`config.mk`:
```
export PLATFORM = sky130hd
export DESIGN_NAME = top_k_degree_select
export DESIGN_NICKNAME = d
export VERILOG_FILES = /design/src/hw/rtl/tkds_pkg.sv /design/src/hw/rtl/top_k_degree_select.sv /design/src/hw/rtl/tkds_datapath.sv /design/src/hw/rtl/tkds_ctrl.sv
export SDC_FILE = /design/constraint.sdc
export NUM_CORES = 1
export LEC_CHECK = 0
export ABC_AREA = 1
export BUFFER_PORTS_ARGS = -buffer_cell sky130_fd_sc_hd__buf_4
export CORE_MARGIN = 5
export CORE_UTILIZATION = 35
export CTS_BUF_LIST = sky130_fd_sc_hd__clkbuf_4 sky130_fd_sc_hd__clkbuf_8 sky130_fd_sc_hd__clkbuf_16
export DETAILED_ROUTE_END_ITERATION = 8
export RECOVER_POWER = 50
export SETUP_SLACK_MARGIN = 0.1
export SYNTH_ARGS = -nofsm -noshare
export SYNTH_HDL_FRONTEND = slang
export SYNTH_SLANG_ARGS = --single-unit
```
`constraint.sdc`:
```
create_clock -name clk -period 5.9 [get_ports clk]
set_input_delay 0.295 -clock clk [delete_from_list [all_inputs] [get_ports clk]]
set_output_delay 0.295 -clock clk [all_outputs]
set_load 0.03 [all_outputs]
```
`src/hw/rtl/tkds_pkg.sv`:
```
`timescale 1ns / 1ps
`default_nettype none

package tkds_pkg;

	localparam int MAX_KEEP = 16;
	localparam int ID_W     = 24;
	localparam int DEG_W    = 24;
	localparam int LIM_W    = 5;
	localparam int CNT_W    = $clog2(MAX_KEEP + 1);
	localparam int IDX_W    = (MAX_KEEP > 1) ? $clog2(MAX_KEEP) : 1;
	localparam int DATA_W   = ID_W + DEG_W;

	localparam logic [LIM_W-1:0] TOP_COUNT_RESET = LIM_W'(16);

	typedef struct packed {
		logic take;       // latch the offered item
		logic append;     // store the item at the next free slot
		logic min_clear;  // start a search for the smallest held pair
		logic min_step;   // examine one entry in the smallest-pair search
		logic replace;    // overwrite the smallest pair if the item beats it
		logic max_clear;  // start a search for the largest unsent pair
		logic max_step;   // examine one entry in the largest-pair search
		logic load_out;   // move the largest unsent pair to the output register
		logic clear_all;  // empty the store after the final result
	} tkds_cmd_t;

	typedef struct packed {
		logic full;       // held count has reached the effective limit
		logic min_ok;     // cached smallest pair is current
		logic scan_last;  // scan index points at the last held entry
		logic item_last;  // latched item carries the last marker
		logic out_free;   // output register can take a new result
		logic emit_last;  // next result to load is the final one
	} tkds_stat_t;

	// Effective limit: zero acts as one, anything above capacity acts as capacity.
	function automatic logic [CNT_W-1:0] eff_limit(input logic [LIM_W-1:0] top_count);
		logic [CNT_W-1:0] lim;
		if (top_count == '0) begin
			lim = CNT_W'(1);
		end else if (int'(top_count) > MAX_KEEP) begin
			lim = CNT_W'(MAX_KEEP);
		end else begin
			lim = CNT_W'(top_count);
		end
		return lim;
	endfunction

	// True when pair a ranks below pair b in (degree, id) order.
	function automatic logic ranks_below(input logic [DEG_W-1:0] da, input logic [ID_W-1:0] ia,
			input logic [DEG_W-1:0] db, input logic [ID_W-1:0] ib);
		logic r;
		if (da != db) begin
			r = (da < db);
		end else begin
			r = (ia < ib);
		end
		return r;
	endfunction

endpackage

`default_nettype wire

```
`src/hw/rtl/top_k_degree_select.sv`:
```
// Top-k degree selection over a stream of (vertex id, degree) pairs.
// Input channel s_axis: one transaction per vertex, tlast on the final one.
// Output channel m_axis: on the final vertex the held pairs come out in
// descending (degree, id) order, tlast on the last of them.
// cfg_wr_en/cfg_wr_data write top_count (0 acts as 1, above capacity acts
// as capacity); write it only while the block is idle.
// Throughput: a pair passes an accept state and then a decide state while
// the store fills or while the cached smallest pair is current. Once the
// store is full and the cache is stale (after it fills or after a
// replacement), the next pair first rescans the held entries for the
// smallest one. A new pair is accepted only after the last one is decided.
// Emission: each result takes a start state, a scan of all held pairs and a
// load state; the single read port of the register store makes the scan
// visit one pair at a time. No input is taken during emission.
// The output register lets a result wait for the receiver while the block
// accepts the next input; a stalled receiver holds emission in place.
// Reset empties the store, clears the output and sets top_count to 16.
`timescale 1ns / 1ps
`default_nettype none

module top_k_degree_select (
	input  wire logic                          clk,
	input  wire logic                          arst_n,
	input  wire logic                          s_axis_tvalid,
	output logic                               s_axis_tready,
	input  wire logic [tkds_pkg::DATA_W-1:0]   s_axis_tdata,  // vertex_id, degree
	input  wire logic                          s_axis_tlast,  // last_in
	output logic                               m_axis_tvalid,
	input  wire logic                          m_axis_tready,
	output logic [tkds_pkg::DATA_W-1:0]        m_axis_tdata,  // kept_id, kept_degree
	output logic                               m_axis_tlast,  // last_out
	input  wire logic                          cfg_wr_en,
	input  wire logic [tkds_pkg::LIM_W-1:0]    cfg_wr_data    // top_count
);
	import tkds_pkg::*;

	tkds_cmd_t        cmd;
	tkds_stat_t       stat;
	logic [LIM_W-1:0] top_count_q;
	logic [ID_W-1:0]  out_id;
	logic [DEG_W-1:0] out_deg;

	always_ff @(posedge clk or negedge arst_n) begin
		if (!arst_n) begin
			top_count_q <= TOP_COUNT_RESET;
		end else if (cfg_wr_en) begin
			top_count_q <= cfg_wr_data;
		end
	end

	tkds_ctrl u_ctrl (
		.clk      (clk),
		.arst_n   (arst_n),
		.in_valid (s_axis_tvalid),
		.in_ready (s_axis_tready),
		.stat     (stat),
		.cmd      (cmd)
	);

	tkds_datapath u_datapath (
		.clk       (clk),
		.arst_n    (arst_n),
		.cmd       (cmd),
		.stat      (stat),
		.top_count (top_count_q),
		.in_id     (s_axis_tdata[ID_W-1:0]),
		.in_deg    (s_axis_tdata[DATA_W-1:ID_W]),
		.in_last   (s_axis_tlast),
		.out_ready (m_axis_tready),
		.out_valid (m_axis_tvalid),
		.out_id    (out_id),
		.out_deg   (out_deg),
		.out_last  (m_axis_tlast)
	);

	assign m_axis_tdata = {out_deg, out_id};

endmodule

`default_nettype wire

```
`src/hw/rtl/tkds_datapath.sv`:
```
`timescale 1ns / 1ps
`default_nettype none

module tkds_datapath (
	input  wire logic                        clk,
	input  wire logic                        arst_n,
	input  wire tkds_pkg::tkds_cmd_t         cmd,
	output tkds_pkg::tkds_stat_t             stat,
	input  wire logic [tkds_pkg::LIM_W-1:0]  top_count,
	input  wire logic [tkds_pkg::ID_W-1:0]   in_id,
	input  wire logic [tkds_pkg::DEG_W-1:0]  in_deg,
	input  wire logic                        in_last,
	input  wire logic                        out_ready,
	output logic                             out_valid,
	output logic [tkds_pkg::ID_W-1:0]        out_id,
	output logic [tkds_pkg::DEG_W-1:0]       out_deg,
	output logic                             out_last
);
	import tkds_pkg::*;

	logic [DEG_W-1:0] held_deg_q [MAX_KEEP];
	logic [ID_W-1:0]  held_id_q  [MAX_KEEP];
	logic [CNT_W-1:0] count_q;
	logic [CNT_W-1:0] sent_q;
	logic [MAX_KEEP-1:0] sent_mask_q;

	logic [ID_W-1:0]  item_id_q;
	logic [DEG_W-1:0] item_deg_q;
	logic             item_last_q;

	logic [IDX_W-1:0] scan_q;
	logic [IDX_W-1:0] min_idx_q;
	logic [DEG_W-1:0] min_deg_q;
	logic [ID_W-1:0]  min_id_q;
	logic             min_ok_q;

	logic [IDX_W-1:0] best_idx_q;
	logic [DEG_W-1:0] best_deg_q;
	logic [ID_W-1:0]  best_id_q;
	logic             best_found_q;

	logic             out_valid_q;
	logic [ID_W-1:0]  out_id_q;
	logic [DEG_W-1:0] out_deg_q;
	logic             out_last_q;

	logic [CNT_W-1:0] lim;
	logic [DEG_W-1:0] rd_deg;
	logic [ID_W-1:0]  rd_id;
	logic             wr_en;
	logic [IDX_W-1:0] wr_idx;
	logic             beats_min;
	logic             take_min;
	logic             take_max;

	assign lim       = eff_limit(top_count);
	assign rd_deg    = held_deg_q[scan_q];
	assign rd_id     = held_id_q[scan_q];
	assign beats_min = (item_deg_q > min_deg_q);
	assign take_min  = (scan_q == '0) || ranks_below(rd_deg, rd_id, min_deg_q, min_id_q);
	assign take_max  = !sent_mask_q[scan_q]
		&& (!best_found_q || ranks_below(best_deg_q, best_id_q, rd_deg, rd_id));

	always_comb begin
		wr_en  = 1'b0;
		wr_idx = min_idx_q;
		if (cmd.append) begin
			wr_en  = 1'b1;
			wr_idx = count_q[IDX_W-1:0];
		end else if (cmd.replace && beats_min) begin
			wr_en = 1'b1;
		end
	end

	always_ff @(posedge clk) begin
		if (wr_en) begin
			held_deg_q[wr_idx] <= item_deg_q;
			held_id_q[wr_idx]  <= item_id_q;
		end
	end

	always_ff @(posedge clk) begin
		if (cmd.take) begin
			item_id_q   <= in_id;
			item_deg_q  <= in_deg;
			item_last_q <= in_last;
		end
		if (cmd.min_step && take_min) begin
			min_idx_q <= scan_q;
			min_deg_q <= rd_deg;
			min_id_q  <= rd_id;
		end
		if (cmd.max_step && take_max) begin
			best_idx_q <= scan_q;
			best_deg_q <= rd_deg;
			best_id_q  <= rd_id;
		end
		if (cmd.load_out) begin
			out_id_q   <= best_id_q;
			out_deg_q  <= best_deg_q;
			out_last_q <= stat.emit_last;
		end
	end

	always_ff @(posedge clk or negedge arst_n) begin
		if (!arst_n) begin
			count_q      <= '0;
			sent_q       <= '0;
			sent_mask_q  <= '0;
			scan_q       <= '0;
			min_ok_q     <= 1'b0;
			best_found_q <= 1'b0;
			out_valid_q  <= 1'b0;
		end else begin
			if (cmd.min_clear || cmd.max_clear) begin
				scan_q <= '0;
			end else if (cmd.min_step || cmd.max_step) begin
				scan_q <= scan_q + IDX_W'(1);
			end

			if (cmd.min_clear || cmd.append || (cmd.replace && beats_min) || cmd.clear_all) begin
				min_ok_q <= 1'b0;
			end else if (cmd.min_step && stat.scan_last) begin
				min_ok_q <= 1'b1;
			end

			if (cmd.clear_all) begin
				count_q <= '0;
			end else if (cmd.append) begin
				count_q <= count_q + CNT_W'(1);
			end

			if (cmd.max_clear) begin
				best_found_q <= 1'b0;
			end else if (cmd.max_step && take_max) begin
				best_found_q <= 1'b1;
			end

			// The final result and the emptying of the store share one cycle.
			if (cmd.clear_all) begin
				sent_q      <= '0;
				sent_mask_q <= '0;
			end else if (cmd.load_out) begin
				sent_mask_q[best_idx_q] <= 1'b1;
				sent_q                  <= sent_q + CNT_W'(1);
			end

			if (cmd.load_out) begin
				out_valid_q <= 1'b1;
			end else if (out_ready) begin
				out_valid_q <= 1'b0;
			end
		end
	end

	always_comb begin
		stat.full      = (count_q >= lim);
		stat.min_ok    = min_ok_q;
		stat.scan_last = (CNT_W'(scan_q) == count_q - CNT_W'(1));
		stat.item_last = item_last_q;
		stat.out_free  = !out_valid_q || out_ready;
		stat.emit_last = (sent_q + CNT_W'(1) == count_q);
	end

	assign out_valid = out_valid_q;
	assign out_id    = out_id_q;
	assign out_deg   = out_deg_q;
	assign out_last  = out_last_q;

`ifndef SYNTH
	a_count_range: assert property (@(posedge clk) disable iff (!arst_n)
		int'(count_q) <= MAX_KEEP)
		else $error("held count above capacity");
	a_append_room: assert property (@(posedge clk) disable iff (!arst_n)
		cmd.append |-> (count_q < lim))
		else $error("append into a full store");
	a_load_free: assert property (@(posedge clk) disable iff (!arst_n)
		cmd.load_out |-> stat.out_free)
		else $error("result loaded over an untaken result");
	a_min_in_range: assert property (@(posedge clk) disable iff (!arst_n)
		min_ok_q |-> (CNT_W'(min_idx_q) < count_q))
		else $error("cached smallest entry outside the held range");
	a_clear_empties: assert property (@(posedge clk) disable iff (!arst_n)
		cmd.clear_all |=> (count_q == '0) && (sent_mask_q == '0))
		else $error("store not emptied after the final result");
`endif

endmodule

`default_nettype wire

```
`src/hw/rtl/tkds_ctrl.sv`:
```
`timescale 1ns / 1ps
`default_nettype none

module tkds_ctrl (
	input  wire logic                 clk,
	input  wire logic                 arst_n,
	input  wire logic                 in_valid,
	output logic                      in_ready,
	input  wire tkds_pkg::tkds_stat_t stat,
	output tkds_pkg::tkds_cmd_t       cmd
);
	import tkds_pkg::*;

	localparam logic [2:0] ST_IDLE     = 3'd0;
	localparam logic [2:0] ST_DECIDE   = 3'd1;
	localparam logic [2:0] ST_MINSCAN  = 3'd2;
	localparam logic [2:0] ST_MAXSTART = 3'd3;
	localparam logic [2:0] ST_MAXSCAN  = 3'd4;
	localparam logic [2:0] ST_EMIT     = 3'd5;

	logic [2:0] state_q;
	logic [2:0] state_d;

	assign in_ready = (state_q == ST_IDLE);

	always_comb begin
		cmd     = '0;
		state_d = state_q;
		unique case (state_q)
			ST_IDLE: begin
				if (in_valid) begin
					cmd.take = 1'b1;
					state_d  = ST_DECIDE;
				end
			end
			ST_DECIDE: begin
				if (!stat.full) begin
					cmd.append = 1'b1;
					state_d    = stat.item_last ? ST_MAXSTART : ST_IDLE;
				end else if (stat.min_ok) begin
					cmd.replace = 1'b1;
					state_d     = stat.item_last ? ST_MAXSTART : ST_IDLE;
				end else begin
					cmd.min_clear = 1'b1;
					state_d       = ST_MINSCAN;
				end
			end
			ST_MINSCAN: begin
				cmd.min_step = 1'b1;
				if (stat.scan_last) begin
					state_d = ST_DECIDE;
				end
			end
			ST_MAXSTART: begin
				cmd.max_clear = 1'b1;
				state_d       = ST_MAXSCAN;
			end
			ST_MAXSCAN: begin
				cmd.max_step = 1'b1;
				if (stat.scan_last) begin
					state_d = ST_EMIT;
				end
			end
			ST_EMIT: begin
				if (stat.out_free) begin
					cmd.load_out = 1'b1;
					if (stat.emit_last) begin
						cmd.clear_all = 1'b1;
						state_d       = ST_IDLE;
					end else begin
						state_d = ST_MAXSTART;
					end
				end
			end
			default: begin
				state_d = ST_IDLE;
			end
		endcase
	end

	always_ff @(posedge clk or negedge arst_n) begin
		if (!arst_n) begin
			state_q <= ST_IDLE;
		end else begin
			state_q <= state_d;
		end
	end

endmodule

`default_nettype wire
```
==> impl_metrics.json, run 1 <==
{
  "regToRegStartpoint": "u_datapath.scan_q[1]",
  "dp_hpwl_um": 61700,
  "layout_common_cells": "970 x edfxtp_1, 421 x o21ai_0, 410 x nor2_1",
  "synth_ff_type": "edfxtp_1",
  "grtUsageTotal_pct": 16.8,
  "core_area_um2": 116000,
  "clk_latency_ns": 0.68,
  "min_path_cells": 5,
  "critical_path_peak_fanout": 44,
  "endpoint_kind": "flop",
  "ys_seq_elements": 1011,
  "cts_buffers": 103,
  "gp_congestion": 0.807,
  "tightest_slew_ns": 4.37,
  "die_h_um": 353,
  "avgSynthCellArea_um2": 13.5,
  "drtPass1Iterations": 5,
  "drc_errors": 0,
  "cpMaxStageDelayCell": "dfrtp_1",
  "drv_slew": 150,
  "clkTransAtPathRegs_ns": 0.07,
  "rsz0062_at_grt": "false",
  "yosysWarnings": 0,
  "seq_area_frac_synth_pct": 73.4,
  "place_inst": 4566,
  "area_growth_pct": 16.0,
  "syn_area_um2": 41100,
  "synthArstFlopShare_pct": 4.06,
  "critPathMaxStageDelay_ns": 0.85,
  "grt_pass1_wl_um": 159000,
  "drt-initial-drc-count": 2444,
  "final-setup-viol-count": 0,
  "via_per_inst": 5.30,
  "die-area_um2": 124000,
  "startpoint": "u_datapath.scan_q[1]",
  "core.rowCount": 125,
  "path_depth": 15,
  "routed_wl_um": 108000,
  "path_cells": "inv_4, buf_12, o21ai_0, o221ai_1, nand3_1, nand2_1, ha_1, nand4_1, nor3_1, nor4b_1, nand4_1, a211oi_1, nand2_1, a21oi_4, buf_4",
  "cts_buffer_depth": 3,
  "postCtsResizedCells": 0,
  "fin_tns_setup_ns": 0,
  "violations": "capacitance limit, slew limit",
  "p_leak_nw": 16.3,
  "startpoint_type": "flop",
  "num_vias": 25500,
  "synthesis.nets": 3221,
  "cp.arrival_ns": 5.63,
  "cts_tree": "done",
  "grt_pass1_vias": 24600,
  "layout_commonest_cell": "edfxtp_1",
  "slew_headroom_pct": -192,
  "crit_family": "simple AND/OR/NAND/NOR gates",
  "fmax_mhz": 189,
  "finalCritPeriodShare_pct": 89.5,
  "cts.sinks": 1011,
  "grt_max_degree": 161,
  "crit_required_ns": 6.24,
  "worst_clock_skew_ns": 0.0349,
  "wire_per_inst_um": 22.4,
  "portBuffers": 109,
  "final_nets": 3391,
  "finalCriticalPeriod_ns": 5.28,
  "ant_nets": 0,
  "synthCells": 3034,
  "status": "complete, but fails checks",
  "antenna_found_initial": 3,
  "die_x_um": 353,
  "rr_worst_depth": 15,
  "p_per_area_nw_per_um2": 492,
  "io_pins": 110,
  "start_util_pct": 35.3,
  "crit_type": "reg -> reg",
  "synth_edf_count": 970,
  "synth.distinct_cells": 45,
  "crit_buf_inv": 3,
  "finalHoldViolCount": 0,
  "finalNonFillerCells": 4811,
  "overflow": 0,
  "drive_gt1_share_pct": 9.62,
  "min_from": "s_axis_tvalid",
  "peakVddDrop_mv": 0.296,
  "min_path_type": "in -> reg",
  "htree_levels": 3,
  "cap_viol_max_count": 3,
  "root_buffer": "clkbuf_16"
}
state kept, by name (all words and copies together), names as in the netlist, 24 cells and up:
signal / flops
u_datapath.out_id: 24
u_datapath.item_id_q: 24
u_datapath.min_id_q: 24
u_datapath.item_deg_q: 24
u_datapath.held_id_q: 384
u_datapath.min_deg_q: 24
u_datapath.best_id_q: 24
u_datapath.best_deg_q: 24
u_datapath.out_deg: 24
u_datapath.held_deg_q: 384
path summary, 6_finish.rpt:
kind,to,slack [ns]
worst max register to register,u_datapath.min_idx_q[2],0.62
worst min register to register,u_datapath.out_deg[1],0.46
min in group asynchronous,u_datapath.sent_mask_q[8],0.91
max in group asynchronous,u_datapath.scan_q[0],3.30
worst max-delay path,u_datapath.min_idx_q[2],0.62
worst min-delay path,u_ctrl.state_q[2],0.22
synthesized netlist by cell type (all sizes together) (2+ instances only):
library cell    n  share of area [%]
edfxtp        970                 71
nor2          429                4.0
o21ai         426                5.2
inv           191                1.8
nand2         188                1.7
o221ai        135                2.9
ha            128                3.9
clkbuf        114                1.0
nand3          80                1.0
a21oi          78               0.95
o211ai         60                1.1
o22ai          58               0.88
buf            52               0.74
dfrtp          40                2.4
nor3           21               0.28
nand4          16               0.24
xor2           11               0.23
o21a            6               0.11
a211oi          4              0.073
nor4            4              0.061
mux2            3              0.082
nand3b          3              0.055
xnor2           3              0.064
a31oi           2              0.030
nor4b           2              0.043
power breakdown:
| group | internal [mW] | leakage, nW | switching, mW |
|---|---|---|---|
| Combinational | 2.13 | 5.32 | 5.10 |
| Clock | 3.83 | 1.70 | 2.72 |
| Sequential | 9.09 | 9.26 | 0.564 |
routing by layer:
metal,global-route usage [%],part of all wire (%)
met1,24.4,45
met2,26.2,45
met3,3.10,7.9
met4,4.25,1.9
met5,0,0
worst reg2reg max path, stage by stage (launching register included):
cell and delay [ns]:
dfrtp_1 0.85, inv_4 0.41, buf_12 0.30, o21ai_0 0.10, o221ai_1 0.13, nand3_1 0.14, nand2_1 0.20, ha_1 0.38
nand4_1 0.14, nor3_1 0.37, nor4b_1 0.53, nand4_1 0.41, a211oi_1 0.28, nand2_1 0.18, a21oi_4 0.20, buf_4 0.34
kinds of logic (layout without fill, tap and decap cells):
| group | count (synthesis) | in the layout | synth area share, % |
|---|---|---|---|
| flip-flops | 1011 | 1011 | 73.4 |
| AO/OA/AOI/OAI | 775 | 775 | 11.3 |
| AND/OR/NAND/NOR | 745 | 745 | 7.46 |
| buffers and inverters | 358 | 610 | 3.54 |
| adder cells (fa/ha/maj) | 128 | 128 | 3.90 |
| XOR/XNOR | 14 | 14 | 0.298 |
| multiplexers | 3 | 3 | 0.0822 |
| other | 0 | 1 | 0 |
timing repair:
action,4_1_cts,5_1_grt
hold endpoints to repair,97,0
hold buffers,57,0
buffers inserted,0,0
metrics by stage:
step / setup WS (ns) / power, mW / utilization, % / instance area (um2) / hold WS, ns
6_report: 0.619 / 23.4 / 40.9 / 47600 / 0.219
5_1_grt: 0.385 / 24.8 / 40.9 / 47600 / 0.205
4_1_cts: 0.893 / 23.6 / 41.2 / 48000 / 0.155
3_5_place_dp: 0.927 / 17.0 / 37.8 / 44000 / 0.340
3_3_place_gp: 1.00 / 16.9 / 37.8 / 44000 / 0.343
2_1_floorplan: 0.118 / 14.4 / - / 41100 / -0.000591
area by class of cell:
cell class | count | area [um2]
fillers | 10800 | 68700
inverters | 192 | 736
clock inverters | 58 | 583
clock buffers | 129 | 2830
diodes | 1 | 2.50
multi-input cells | 1665 | 9610
repair buffers | 231 | 1830
flip-flops and latches | 1011 | 30200
well taps | 1524 | 1910
No activity file was read; power rests on OpenSTA's default activity.
==> inputs of run 2 (changes only) <==
--- a/config.mk
+++ b/config.mk
@@ -9,7 +9,6 @@
 export BUFFER_PORTS_ARGS = -buffer_cell sky130_fd_sc_hd__buf_4
 export CORE_MARGIN = 5
 export CORE_UTILIZATION = 35
-export CTS_BUF_LIST = sky130_fd_sc_hd__clkbuf_4 sky130_fd_sc_hd__clkbuf_8 sky130_fd_sc_hd__clkbuf_16
 export DETAILED_ROUTE_END_ITERATION = 8
 export RECOVER_POWER = 50
 export SETUP_SLACK_MARGIN = 0.1
==> run 2 against run 1 <==
Effect of this change:
- the run still ends with capacitance limit, slew limit left
- clock power fell by 2%
- clock skew barely moved
- global-route usage barely moved
- core utilization fell by 0.068 points
- hold slack got worse by 0.011 ns
- register-to-register slack improved by 0.05 ns
- setup slack improved by 0.053 ns
- sequential share of layout area rose by 0.10 points
- final area fell by 0.17%
- first-iteration DRC count fell by 2.4%
- sequential cell count did not move
- highest routed layer unchanged
==> impl_metrics.json, run 2 (synthesis gave the netlist of run 1 again) <==
{
  "finalHoldViolCount": 0,
  "top_layer": "met4",
  "final_nets": 3391,
  "finalCriticalPeriod_ns": 5.23,
  "drt-initial-drc-count": 2385,
  "nFillCells": 10800,
  "wl_met1_um": 48800,
  "io_pins": 110,
  "core.rowCount": 125,
  "crit_required_ns": 6.24,
  "portBuffers": 109,
  "min_path_type": "in -> reg",
  "htree_levels": 3,
  "cts_buffers": 103,
  "drv_slew": 150,
  "core_area_um2": 116000,
  "clk_latency_ns": 0.68,
  "startpoint_type": "flop",
  "endpoint_kind": "flop",
  "ant_nets": 0,
  "cts_buffer_depth": 3,
  "antenna_found_initial": 3,
  "multi_input_area_um2": 9610,
  "die_x_um": 353,
  "hold_ws_ns": 0.208,
  "cpMaxStageDelayCell": "dfrtp_1",
  "wl_met3_um": 8480,
  "tightest_slew_ns": 4.32,
  "critical_path_peak_fanout": 44,
  "pre_cts_ws_ns": 0.927,
  "postCtsResizedCells": 0,
  "dp_hpwl_um": 61700,
  "overflow": 0,
  "worst_clock_skew_ns": 0.0347,
  "crit_family": "simple AND/OR/NAND/NOR gates",
  "seq_area_um2": 30200,
  "cts.sinks": 1011,
  "peakVddDrop_mv": 0.298,
  "grt_pass1_wl_um": 159000,
  "routed_wl_um": 108000,
  "route.met2.wl_um": 48600,
  "start_util_pct": 35.3,
  "wire_per_inst_um": 22.4,
  "p_per_area_nw_per_um2": 491,
  "gp_congestion": 0.807,
  "drive_gt1_share_pct": 8.98,
  "totalPowerFinal_mw": 23.3,
  "cp.arrival_ns": 5.57,
  "via_per_inst": 5.31,
  "rsz0062_at_grt": "false",
  "die-area_um2": 124000,
  "layout_common_cells": "970 x edfxtp_1, 421 x o21ai_0, 410 x nor2_1",
  "fmax_mhz": 191,
  "status": "complete, but fails checks",
  "finalCritPeriodShare_pct": 88.6,
  "r2r_setup_slack_ns": 0.67,
  "violations": "capacitance limit, slew limit",
  "cap_viol_max_count": 3,
  "finish.instance_area_um2": 47600,
  "num_vias": 25500,
  "root_buffer": "clkbuf_16",
  "final-setup-viol-count": 0,
  "setup_slack_ns": 0.673,
  "critPathMaxStageDelay_ns": 0.83,
  "drc_errors": 0,
  "crit_buf_inv": 3,
  "grtUsageTotal_pct": 16.8,
  "dpl_cell_area_um2": 44000,
  "layout_commonest_cell": "edfxtp_1",
  "crit_type": "reg -> reg",
  "grt_pass1_vias": 24600,
  "fin_tns_setup_ns": 0,
  "die_h_um": 353,
  "top_regs": "u_datapath.held_deg_q (384), u_datapath.held_id_q (384)",
  "p_leak_nw": 16.2,
  "area_growth_pct": 15.8,
  "slew_headroom_pct": -188,
  "clkTransAtPathRegs_ns": 0.07,
  "grt_max_degree": 161,
  "cts_tree": "done",
  "drtPass1Iterations": 5,
  "path_cells": "inv_4, buf_12, o21ai_0, o221ai_1, nand3_1, nand2_1, ha_1, nand4_1, nor3_1, nor4b_1, nand4_1, a211oi_1, nand2_1, a21oi_4, buf_4"
}
run 2: changes by cell type in the layout (fill, tap and decap cells not counted):
| cell | delta |
|---|---|
| clkbuf_1 | +21 |
| clkbuf_4 | -21 |
run 2: metrics by stage:
stage          cells  util [%]
2_1_floorplan   3034         -
3_3_place_gp    4566      37.8
3_5_place_dp    4566      37.8
4_1_cts         4810      41.2
5_1_grt         4810      40.9
6_report        4811      40.9
run 2: power breakdown:
group | switching [mW] | internal [mW] | total (mW)
Sequential | 0.565 | 9.09 | 9.66
Clock | 2.71 | 3.73 | 6.45
Combinational | 5.11 | 2.13 | 7.24
run 2: repair_timing:
| item | in CTS | in global routing |
|---|---|---|
| setup buffers | 0 | 0 |
| endpoints found under the hold margin | 97 | 0 |
| hold buffers | 57 | 0 |
run 2: cell type report:
class	count	area share, %
Multi-Input combinational cell	1665	20.2
Clock inverter	58	1.23
Sequential cell	1011	63.4
Antenna cell	1	0.00526
Clock buffer	129	5.78
Timing Repair Buffer	231	3.84
Inverter	192	1.55
Tap cell	1524	4.01
run 2: worst paths after layout:
check | start | end | depth (start not counted)
worst min-delay path | s_axis_tvalid | u_ctrl.state_q[2] | 5
max in group asynchronous | arst_n | u_datapath.scan_q[0] | 2
worst max register to register | u_datapath.scan_q[1] | u_datapath.min_idx_q[2] | 15
worst min register to register | u_datapath.best_deg_q[1] | u_datapath.out_deg[1] | 0
min in group asynchronous | arst_n | u_datapath.sent_mask_q[8] | 2
worst max-delay path | u_datapath.scan_q[1] | u_datapath.min_idx_q[2] | 15
run 2: worst min-delay path, delay by kind of cell:
family          cells  cell delay (ns)
buf+inv             2             0.14
compound gates      2             0.33
simple gates        1             0.08
run 2: layer usage:
metal,up-vias,GRT usage (%)
met4,0,4.25
met3,149,3.10
li1,11700,-
met5,-,0
met1,12800,24.3
met2,913,26.2
==> inputs of run 3 (changes only) <==
--- a/config.mk
+++ b/config.mk
@@ -10,7 +10,7 @@
 export CORE_MARGIN = 5
 export CORE_UTILIZATION = 35
 export DETAILED_ROUTE_END_ITERATION = 8
-export RECOVER_POWER = 50
+export RECOVER_POWER = 25
 export SETUP_SLACK_MARGIN = 0.1
 export SYNTH_ARGS = -nofsm -noshare
 export SYNTH_HDL_FRONTEND = slang
==> run 3 against run 2 <==
Effect of this change:
- the flow still finishes with violations (capacitance limit, slew limit)
- total power up 0.24%
- register-to-register slack better by 0.30 ns
- setup slack better by 0.30 ns
- core utilization up 0.18 points
- non-clock buffer count unchanged
- largest cell class unchanged
==> impl_metrics.json, run 3 (synthesis gave the netlist of run 1 again) <==
{
  "hold_buffers": 57,
  "final-setup-viol-count": 0,
  "p_per_area_nw_per_um2": 490,
  "num_vias": 25500,
  "r2r_setup_slack_ns": 0.98,
  "p_int_mw": 15.0,
  "finalHoldViolCount": 0,
  "violations": "capacitance limit, slew limit",
  "io_pins": 110,
  "grt_pass1_vias": 24600,
  "grtUsageTotal_pct": 16.8,
  "dp_hpwl_um": 61700,
  "portBuffers": 109,
  "cts_tree": "done",
  "sequentialPowerShare_pct": 41.2,
  "worst_clock_skew_ns": 0.0345,
  "dpl_cell_area_um2": 44000,
  "fmax_mhz": 203,
  "overflow": 0,
  "wire_per_inst_um": 22.4,
  "clkTransAtPathRegs_ns": 0.07,
  "drv_slew": 42,
  "core.rowCount": 125,
  "slew_headroom_pct": -59.5,
  "tightest_slew_ns": 2.39,
  "gp_congestion": 0.807,
  "die_x_um": 353,
  "min_from": "s_axis_tvalid",
  "postCtsResizedCells": 0,
  "hold_ws_ns": 0.221,
  "rr_endpoint": "u_datapath.min_idx_q[2]",
  "ant_nets": 0,
  "comb_power_share_pct": 31.2,
  "finalCritPeriodShare_pct": 83.5,
  "antenna_found_initial": 3,
  "min_to": "u_ctrl.state_q[2]",
  "fin_tns_setup_ns": 0,
  "crit_required_ns": 6.24,
  "clk_latency_ns": 0.67,
  "layout_common_cells": "970 x edfxtp_1, 421 x o21ai_0, 410 x nor2_1",
  "start_util_pct": 35.3,
  "peakVddDrop_mv": 0.297,
  "cts_buffer_depth": 3,
  "p_leak_nw": 16.4,
  "core_area_um2": 116000,
  "status": "complete, but fails checks",
  "swShare_pct": 35.9,
  "power.share.clock_pct": 27.5,
  "via_per_inst": 5.30,
  "finish.instance_area_um2": 47800,
  "totalPowerFinal_mw": 23.4,
  "grt_max_degree": 161,
  "die_h_um": 353,
  "layout_commonest_cell": "edfxtp_1",
  "fin_util_pct": 41.1,
  "startpoint_type": "flop",
  "nFillCells": 10800,
  "min_path_type": "in -> reg",
  "cts_setup_buffers": 0,
  "drc_errors": 0,
  "cts.sinks": 1011,
  "endpoint_kind": "flop",
  "min_path_cells": 5,
  "drive_gt1_share_pct": 10.7,
  "root_buffer": "clkbuf_16",
  "critical_path_peak_fanout": 44,
  "finalCriticalPeriod_ns": 4.92,
  "area_growth_pct": 16.3,
  "drt-initial-drc-count": 2402,
  "regToRegStartpoint": "u_datapath.scan_q[1]",
  "final_nets": 3391,
  "rsz0062_at_grt": "false",
  "htree_levels": 3,
  "top_regs": "u_datapath.held_deg_q (384), u_datapath.held_id_q (384)",
  "cap_viol_max_count": 1,
  "cp.arrival_ns": 5.27,
  "routed_wl_um": 108000,
  "die-area_um2": 124000,
  "drtPass1Iterations": 5,
  "cts_buffers": 103,
  "grt_pass1_wl_um": 159000,
  "rr_worst_depth": 15,
  "power_switching_mw": 8.40,
  "crit_type": "reg -> reg"
}
run 3: cell types whose count changed in the layout (fill, tap and decap cells not counted), sizes merged:
cell / before / now
buf: 71 / 123
clkbuf: 232 / 180
run 3: area by class of cell:
class | count | area (um2) | area share [%]
clock buffers | 129 | 2750 | 5.75
well taps | 1524 | 1910 | 3.99
inverters | 192 | 736 | 1.54
multi-input cells | 1665 | 9620 | 20.1
clock inverters | 58 | 583 | 1.22
repair buffers | 231 | 2020 | 4.23
diodes | 1 | 2.50 | 0.00524
flip-flops and latches | 1011 | 30200 | 63.1
run 3: critical path, stage by stage (launching register included):
cell      delay (ns)
dfrtp_4         0.59
inv_4           0.41
buf_12          0.28
o21ai_0         0.12
o221ai_1        0.17
nand3_1         0.11
nand2_1         0.26
ha_1            0.21
nand4_1         0.14
nor3_1          0.37
nor4b_1         0.52
nand4_1         0.40
a211oi_1        0.27
nand2_1         0.17
a21oi_4         0.20
buf_4           0.33
run 3: per-layer routing:
metal  wire length, um  track usage, %
met1             48600            24.3
met2             48700            26.2
met3              8490            3.10
met4              2150            4.25
met5                 0               0
run 3: power groups by stage:
stage | Clock (mW) | Combinational, mW | Sequential [mW]
2_1_floorplan | 0 | 4.67 | 9.70
3_3_place_gp | 0 | 7.12 | 9.77
3_5_place_dp | 0 | 7.24 | 9.79
4_1_cts | 6.57 | 7.31 | 9.65
5_1_grt | 6.87 | 8.15 | 9.72
6_report | 6.45 | 7.31 | 9.65
run 3: through the flow:
step	instances	setup slack [ns]
after floorplan	3034	0.118
after global placement	4566	1.00
after detailed placement	4566	0.927
after CTS	4810	0.893
after global routing	4810	0.659
final	4811	0.976
run 3: worst max path at each step:
stage | startpoint | slack (ns) | endpoint | cells past startpoint
final | u_datapath.scan_q[1] | 0.98 | u_datapath.min_idx_q[2] | 15
after global routing | u_datapath.scan_q[1] | 0.66 | u_datapath.min_deg_q[12] | 15
after CTS | u_datapath.scan_q[1] | 0.89 | u_datapath.min_deg_q[6] | 15
after detailed placement | u_datapath.scan_q[1] | 0.93 | u_datapath.min_deg_q[13] | 15
after global placement | u_datapath.scan_q[1] | 1.0 | u_datapath.min_idx_q[2] | 15
after floorplan | u_datapath.scan_q[0] | 0.12 | u_datapath.min_deg_q[0] | 16
